## config.mk

```make
export PLATFORM = sky130hd
export DESIGN_NAME = uil_front
export DESIGN_NICKNAME = d
export VERILOG_FILES = /design/src/hdl/uil_pkg.sv /design/src/hdl/uil_front.sv
export SDC_FILE = /design/constraint.sdc
export NUM_CORES = 1
export LEC_CHECK = 0
export ABC_AREA = 1
export BUFFER_PORTS_ARGS = -buffer_cell sky130_fd_sc_hd__buf_2
export CORE_MARGIN = 8
export CORE_UTILIZATION = 40
export CTS_CLUSTER_DIAMETER = 60
export DETAILED_ROUTE_END_ITERATION = 6
export GPL_ROUTABILITY_DRIVEN = 0
export PLACE_DENSITY_LB_ADDON = 0.05
export SLEW_MARGIN = 20
export SYNTH_ARGS = -nofsm -noshare
export SYNTH_HDL_FRONTEND = slang
export SYNTH_SLANG_ARGS = --single-unit
```

## constraint.sdc

```tcl
create_clock -name clk -period 3.65 [get_ports clk]
set_input_delay 0.5475 -clock clk [delete_from_list [all_inputs] [get_ports clk]]
set_output_delay 0.5475 -clock clk [all_outputs]
set_load 0.005 [all_outputs]
```

## src/hdl/uil_pkg.sv

```systemverilog
// ----------------------------------------------------------------------------
// uil_pkg
// Shared types and constants for the undoable indexed list.
// ----------------------------------------------------------------------------
package uil_pkg;

  localparam int LIST_DEPTH_D = 64;
  localparam int LOG_DEPTH_D  = 64;
  localparam int DATA_WIDTH_D = 32;

  localparam logic [2:0] K_INSERT    = 3'd0;
  localparam logic [2:0] K_APPEND    = 3'd1;
  localparam logic [2:0] K_OVERWRITE = 3'd2;
  localparam logic [2:0] K_REMOVE    = 3'd3;
  localparam logic [2:0] K_UNDO      = 3'd4;
  localparam logic [2:0] K_READ      = 3'd5;

  localparam logic [1:0] ST_OK        = 2'd0;
  localparam logic [1:0] ST_RANGE     = 2'd1;
  localparam logic [1:0] ST_LIST_FULL = 2'd2;
  localparam logic [1:0] ST_LOG_FULL  = 2'd3;

  localparam logic [1:0] J_INSERT    = 2'd0;
  localparam logic [1:0] J_OVERWRITE = 2'd1;
  localparam logic [1:0] J_REMOVE    = 2'd2;

  typedef struct packed {
    logic [2:0]         kind;
    logic [6:0]         position;
    logic signed [31:0] value;
    logic [6:0]         undo_steps;
  } in_item_t;

  typedef struct packed {
    logic [1:0]         status;
    logic signed [31:0] read_value;
    logic [6:0]         list_length;
    logic [6:0]         log_length;
    logic [6:0]         undone_count;
  } out_item_t;

endpackage

```

## src/hdl/uil_front.sv

```systemverilog
// ----------------------------------------------------------------------------
// uil_front
// Two-entry queue that decouples intake from execution.
// ----------------------------------------------------------------------------
module uil_front (
  input  logic              clk,
  input  logic              rst_n,
  input  logic              in_valid,
  output logic              in_stall,
  input  uil_pkg::in_item_t in_data,
  output logic              q_valid,
  input  logic              q_pop,
  output uil_pkg::in_item_t q_data
);
  import uil_pkg::*;

  in_item_t  slot_r [2];
  logic      rd_ptr_r, wr_ptr_r;
  logic [1:0] cnt_r;
  logic      push;

  assign in_stall = (cnt_r == 2'd2);
  assign push     = in_valid && !in_stall;
  assign q_valid  = (cnt_r != 2'd0);
  assign q_data   = slot_r[rd_ptr_r];

  always_ff @(posedge clk) begin
    if (push) begin
      slot_r[wr_ptr_r] <= in_data;
    end
    if (!rst_n) begin
      rd_ptr_r <= 1'b0;
      wr_ptr_r <= 1'b0;
      cnt_r    <= 2'd0;
    end else begin
      if (push) wr_ptr_r <= ~wr_ptr_r;
      if (q_pop) rd_ptr_r <= ~rd_ptr_r;
      cnt_r <= cnt_r + {1'b0, push} - {1'b0, q_pop};
    end
  end
endmodule

```

==> impl_metrics.yaml, run 1 <==
final_layout:
  design_area_sq_mm: 0.00466
  n_antenna_cell: 0
  nets: 354
  final_util_pct: 50.5
  drive_gt1_share_pct: 56.9
  area_growth_pct: 22.3
  n_fill_cell: 802
global_route:
  grt_pass1_vias: 2101
  grt_pass1_wl_microns: 10700
  grt_max_degree: 34
  overflow: 0
  antenna_found_initial: 0
  gr-usage-all-layers_pct: 11.0
timing:
  finalClockSkew_ns: 0.0130
  slew_violations: 0
  fin_crit_sh_pct: 67.6
  fmax_ghz: 0.405
  hold_slack_ns: 0.374
  fin_crit_ns: 2.47
  rsz0062_at_grt: "false"
  setup_viol: 0
  worstMarginPinSlew_ns: 0.617
  hold_viol_final: 0
  max-slew-margin-rel_pct: 58.8
  tns_ns: 0
clock_tree:
  ctsLongestPathBuffers: 2
  htreeDepth: 3
  cts_sinks: 103
  cts_tree: "yes"
  cts_made_buffers: 9
  path_clk_slew_ns: 0.10
  ctsResizeCount: 0
  clockRootBuffer: "clkbuf_8"
  hold_buffers: 0
  clkLatencyLatePin_ns: 0.35
  post_cts_buffers: 0
setup_path:
  cp.arrival_ns: 1.92
  crit_chain: "buf_4, mux2_2, buf_2"
  crit_family: "flip-flops"
  slowest_delay_ns: 0.72
  start_kind: "flop"
  worstPathBufferInverterCount: 2
  cp_data_required_time_ns: 3.10
  critPathMaxFanout: 23
  crit_type: "flop to output port"
  cp_slowest_cell: "dfxtp_2"
  end_kind: "output port"
floorplan:
  initial_utilization_pct: 41.3
  die_h_microns: 114
  die_w_microns: 114
  die_area_sq_mm: 0.0129
  pin_count: 104
  core-area_sq_mm: 0.00924
  rows: 35
yosys:
  ys_seq_elements: 103
  ys_seq_area_share_pct: 79.8
  yosysUniqueCellTypes: 13
  syn_avg_cell_area_sq_um: 20.5
  syn-instance-count: 186
  synth_nets: 241
  syn_area_sq_mm: 0.00381
  synth_warnings: 0
detailed_routing:
  via_per_inst: 4.51
  initialDrtViolationCount: 68
  ant_nets: 0
  route.detailed.drc: 0
  routedWlPerCell_microns: 16.4
  vias: 1951
  drt_wl_total_microns: 7110
  dr.pass1.iters: 4
placed_design:
  dp_hpwl_microns: 4990
  place_area_sq_mm: 0.00449
  io_buffers: 103
pwr:
  net-switching-power_w: 0.000559
  p_leak_nw: 1.80
  powerDensity_mw_per_mm2: 509
  ir_drop_uv: 212
  swShare_pct: 23.5
  p_clk_share_pct: 26.4
  power_frac_comb_pct: 12.8
  power_w: 0.00237
  internal_power_w: 0.00181
  power.share.sequential_pct: 60.7
status:
  status: "complete, no violations"
flow_run:
  max_cap_violations: 0
min_path:
  worstHoldPathType: "input port to flop"
## placed cells by master (no fill, tap or decap)
master and n:
nand2_1 10, nand3_1 2, clkbuf_8 9, ha_1 2
nor2_4 1, a21oi_1 2, nor2_1 5, inv_2 1
clkinv_4 2, mux2_4 10, dfxtp_2 1, clkinv_2 1
mux2_2 39, dfxtp_1 4, clkbuf_1 1, edfxtp_1 98
buf_4 3, inv_6 2, inv_1 6, clkinv_1 1
buf_2 103, buf_12 1
## routing by layer
layer | GRT usage, % | up-vias | routed length [microns]
li1 | - | 932 | -
met1 | 12.4 | 943 | 2980
met2 | 18.3 | 70 | 3560
met3 | 4.49 | 6 | 504
met4 | 4.53 | 0 | 62
met5 | 0 | - | 0
## cell families (layout without fill, tap and decap cells)
family / after synthesis / in the layout / share of synthesized area, %
multiplexers: 49 / 49 / 15.5
buffers and inverters: 12 / 130 / 1.97
AND/OR/NAND/NOR: 18 / 18 / 1.84
flip-flops: 103 / 103 / 79.8
adder cells (fa/ha/maj): 2 / 2 / 0.656
AO/OA/AOI/OAI: 2 / 2 / 0.263
## cells in the mapped netlist
master / number / area, sq um
edfxtp_1: 98 / 2940
mux2_2: 39 / 439
mux2_4: 10 / 150
nand2_1: 10 / 37.5
inv_1: 7 / 26.3
nor2_1: 6 / 22.5
dfxtp_1: 5 / 100
buf_4: 3 / 22.5
a21oi_1: 2 / 10.0
ha_1: 2 / 25.0
nand3_1: 2 / 10.0
buf_6: 1 / 11.3
buf_8: 1 / 15.0
## flip-flops by register name, summed over array words and instances (netlist names), named ones only
name and cells:
slot_r 98, cnt_r 2, rd_ptr_r 1, wr_ptr_r 1
## power groups by stage
| stage | sequential [W] | clock, W | combinational (W) |
|---|---|---|---|
| 2_1_floorplan | 0.00146 | 0 | 0.000172 |
| 3_3_place_gp | 0.00147 | 0 | 0.000314 |
| 3_5_place_dp | 0.00147 | 0 | 0.000315 |
| 4_1_cts | 0.00144 | 0.000651 | 0.000316 |
| 5_1_grt | 0.00145 | 0.000706 | 0.000336 |
| 6_report | 0.00144 | 0.000627 | 0.000305 |
## cell type report
cell class | count | area [sq um] | share of cell area (%)
inverters | 7 | 26.3 | 0.563
flip-flops and latches | 103 | 3040 | 65.3
repair buffers | 107 | 558 | 12.0
multi-input cells | 71 | 702 | 15.1
clock inverters | 6 | 43.8 | 0.939
clock buffers | 10 | 128 | 2.74
well taps | 129 | 161 | 3.46
## path summary, 6_finish.rpt
path / startpoint / depth (start not counted) / to / slack (ns)
hold reg to reg: rd_ptr_r / 2 / rd_ptr_r / 0.51
setup / recovery: flop / 3 / q_data[1] / 1.18
hold / removal: in_data[22] / 1 / slot_r[0][22] / 0.37
setup reg to reg: cnt_r[0] / 5 / slot_r[1][19] / 1.76
## metrics by stage
| stage | std cells | setup slack [ns] |
|---|---|---|
| 2_1_floorplan | 186 | 0.523 |
| 3_3_place_gp | 417 | 1.49 |
| 3_5_place_dp | 417 | 1.50 |
| 4_1_cts | 433 | 1.12 |
| 5_1_grt | 433 | 1.03 |
| 6_report | 433 | 1.18 |
Note: power is estimated with default switching activity, not from simulation.
==> inputs of run 2 (changes only) <==
--- a/config.mk
+++ b/config.mk
@@ -5,7 +5,7 @@
 export SDC_FILE = /design/constraint.sdc
 export NUM_CORES = 1
 export LEC_CHECK = 0
-export ABC_AREA = 1
+export ABC_AREA = 0
 export BUFFER_PORTS_ARGS = -buffer_cell sky130_fd_sc_hd__buf_2
 export CORE_MARGIN = 8
 export CORE_UTILIZATION = 40
==> constraint.sdc (replaced) <==
create_clock -name clk -period 2.41 [get_ports clk]
set_input_delay 0.3615 -clock clk [delete_from_list [all_inputs] [get_ports clk]]
set_output_delay 0.3615 -clock clk [all_outputs]
set_load 0.005 [all_outputs]
==> impl_metrics.yaml, run 2 <==
clock_tree:
  cts_made_buffers: 9
  ctsLongestPathBuffers: 2
  clkLatencyLatePin_ns: 0.35
  clockRootBuffer: "clkbuf_8"
  post_cts_buffers: 0
  hold_buffers: 0
  cts_sinks: 103
  path_clk_slew_ns: 0.10
  htreeDepth: 3
  cts_tree: "yes"
  ctsResizeCount: 0
pwr:
  ir_drop_uv: 338
  powerDensity_mw_per_mm2: 875
  internal_power_w: 0.00311
  net-switching-power_w: 0.00100
  swShare_pct: 24.4
  power_frac_comb_pct: 17.9
  p_leak_nw: 1.79
  p_clk_share_pct: 25.6
  power.share.sequential_pct: 56.4
yosys:
  yosysUniqueCellTypes: 18
  yosys-top-cells-area: "edfxtp_1 77%, mux2_2 12%, mux2_4 3.9%"
  syn_area_sq_mm: 0.00381
  syn-instance-count: 177
  ys_seq_elements: 103
  synth_top_cell_area_share_pct: 77.3
  synth-edff-count: 98
  yosysMostFrequentCell: "edfxtp_1"
  yosys.area.top_type: "edfxtp_1"
  synth_common_cells: "98 x edfxtp_1, 39 x mux2_2, 10 x mux2_4"
  synth_nets: 232
  ys_async_sr_fraction_pct: 0
  ys.flop_type: "edfxtp_1"
  ys_seq_area_share_pct: 79.9
  synth_warnings: 0
  syn_avg_cell_area_sq_um: 21.5
min_path:
  worstHoldPathType: "input port to flop"
placed_design:
  dp_slack_ns: 0.822
  io_buffers: 103
  dp_hpwl_microns: 4650
global_route:
  antenna_found_initial: 0
  grt_pass1_wl_microns: 10200
  gr-usage-all-layers_pct: 10.5
  grt_pass1_vias: 2030
  overflow: 0
  grt_max_degree: 50
final_layout:
  n_antenna_cell: 0
  largest_register: "slot_r"
  area_growth_pct: 23.3
  n_fill_cell: 785
  layout_commonest_cell: "buf_2"
  top_regs: "slot_r (98), cnt_r (2)"
  nets: 345
  mostFrequentLayoutCells: "103 x buf_2, 98 x edfxtp_1, 39 x mux2_2"
  largest_reg_flops: 98
  drive_gt1_share_pct: 59.0
floorplan:
  die_w_microns: 114
  die_h_microns: 114
  pin_count: 104
  rows: 35
  initial_utilization_pct: 41.2
  die_area_sq_mm: 0.0129
  core-area_sq_mm: 0.00924
timing:
  final.setup.worst_slack_ns: 0.520
  max-slew-margin-rel_pct: 75.4
  hold_viol_final: 0
  fmax_ghz: 0.529
  finalClockSkew_ns: 0.00784
  rsz0062_at_grt: "false"
  setup_viol: 0
  fin_crit_ns: 1.89
  worstMarginPinSlew_ns: 0.369
  tns_ns: 0
  slew_violations: 0
  fin_crit_sh_pct: 78.4
setup_path:
  cp_slowest_cell: "mux2_2"
  r2r_slack_ns: 0.82
  end_kind: "output port"
  crit_type: "flop to output port"
  cp_data_required_time_ns: 2.05
  critPathMaxFanout: 49
  cp.arrival_ns: 1.53
  crit_chain: "buf_12, mux2_2, buf_2"
  slowest_delay_ns: 0.39
  start_kind: "flop"
detailed_routing:
  drt_wl_total_microns: 6980
  route.detailed.drc: 0
  vias: 1922
  via_per_inst: 4.53
  dr.pass1.iters: 4
  initialDrtViolationCount: 58
  ant_nets: 0
  routedWlPerCell_microns: 16.5
status:
  status: "complete, no violations"
flow_run:
  max_cap_violations: 0
run 2: metal layers:
| layer | vias up | global-route usage [%] | wire length [microns] |
|---|---|---|---|
| met3 | 10 | 3.75 | 442 |
| met1 | 942 | 11.4 | 2960 |
| met2 | 62 | 17.8 | 3480 |
| li1 | 908 | - | - |
| met4 | 0 | 5.33 | 106 |
| met5 | - | 0 | 0 |
run 2: path summary, 6_finish.rpt:
kind              cells past startpoint         from            end
setup / recovery                      3         flop      q_data[1]
setup reg to reg                      8     cnt_r[0]       cnt_r[1]
hold / removal                        1  in_data[23]  slot_r[0][23]
hold reg to reg                       2     rd_ptr_r       rd_ptr_r
run 2: worst max-delay path, delay by kind of cell (launching register included):
kind	cells	cell delay (ns)
muxes	1	0.39
buffers and inverters	2	0.41
DFF	1	0.35
run 2: kinds of logic after synthesis:
group	after synthesis	synth area share, %
adder cells (fa/ha/maj)	2	0.657
flip-flops	103	79.9
XOR/XNOR	3	0.690
multiplexers	50	15.7
buffers and inverters	8	1.58
AND/OR/NAND/NOR	11	1.41
run 2: per-stage QoR:
stage / instance area [sq um] / hold slack [ns] / total power, W / utilization [%] / cells
after floorplan: 3810 / 0.460 / 0.00278 / - / 177
after global placement: 4500 / 0.504 / 0.00312 / 48.7 / 408
after detailed placement: 4500 / 0.503 / 0.00313 / 48.7 / 408
after CTS: 4700 / 0.170 / 0.00417 / 50.8 / 424
after global routing: 4700 / 0.164 / 0.00430 / 50.8 / 424
final: 4700 / 0.190 / 0.00411 / 50.8 / 424
run 2: cell type report:
cell class	count	area (sq um)	area share, %
clock buffers	9	124	2.64
well taps	129	161	3.44
inverters	3	11.3	0.240
flip-flops and latches	103	3040	64.8
clock inverters	7	71.3	1.52
repair buffers	107	571	12.2
multi-input cells	66	713	15.2
run 2: power groups by stage:
stage	Clock (W)	Sequential (W)	Combinational [W]
2_1_floorplan	0	0.00236	0.000418
3_3_place_gp	0	0.00235	0.000767
3_5_place_dp	0	0.00237	0.000760
4_1_cts	0.00108	0.00232	0.000764
5_1_grt	0.00115	0.00234	0.000805
6_report	0.00105	0.00232	0.000737
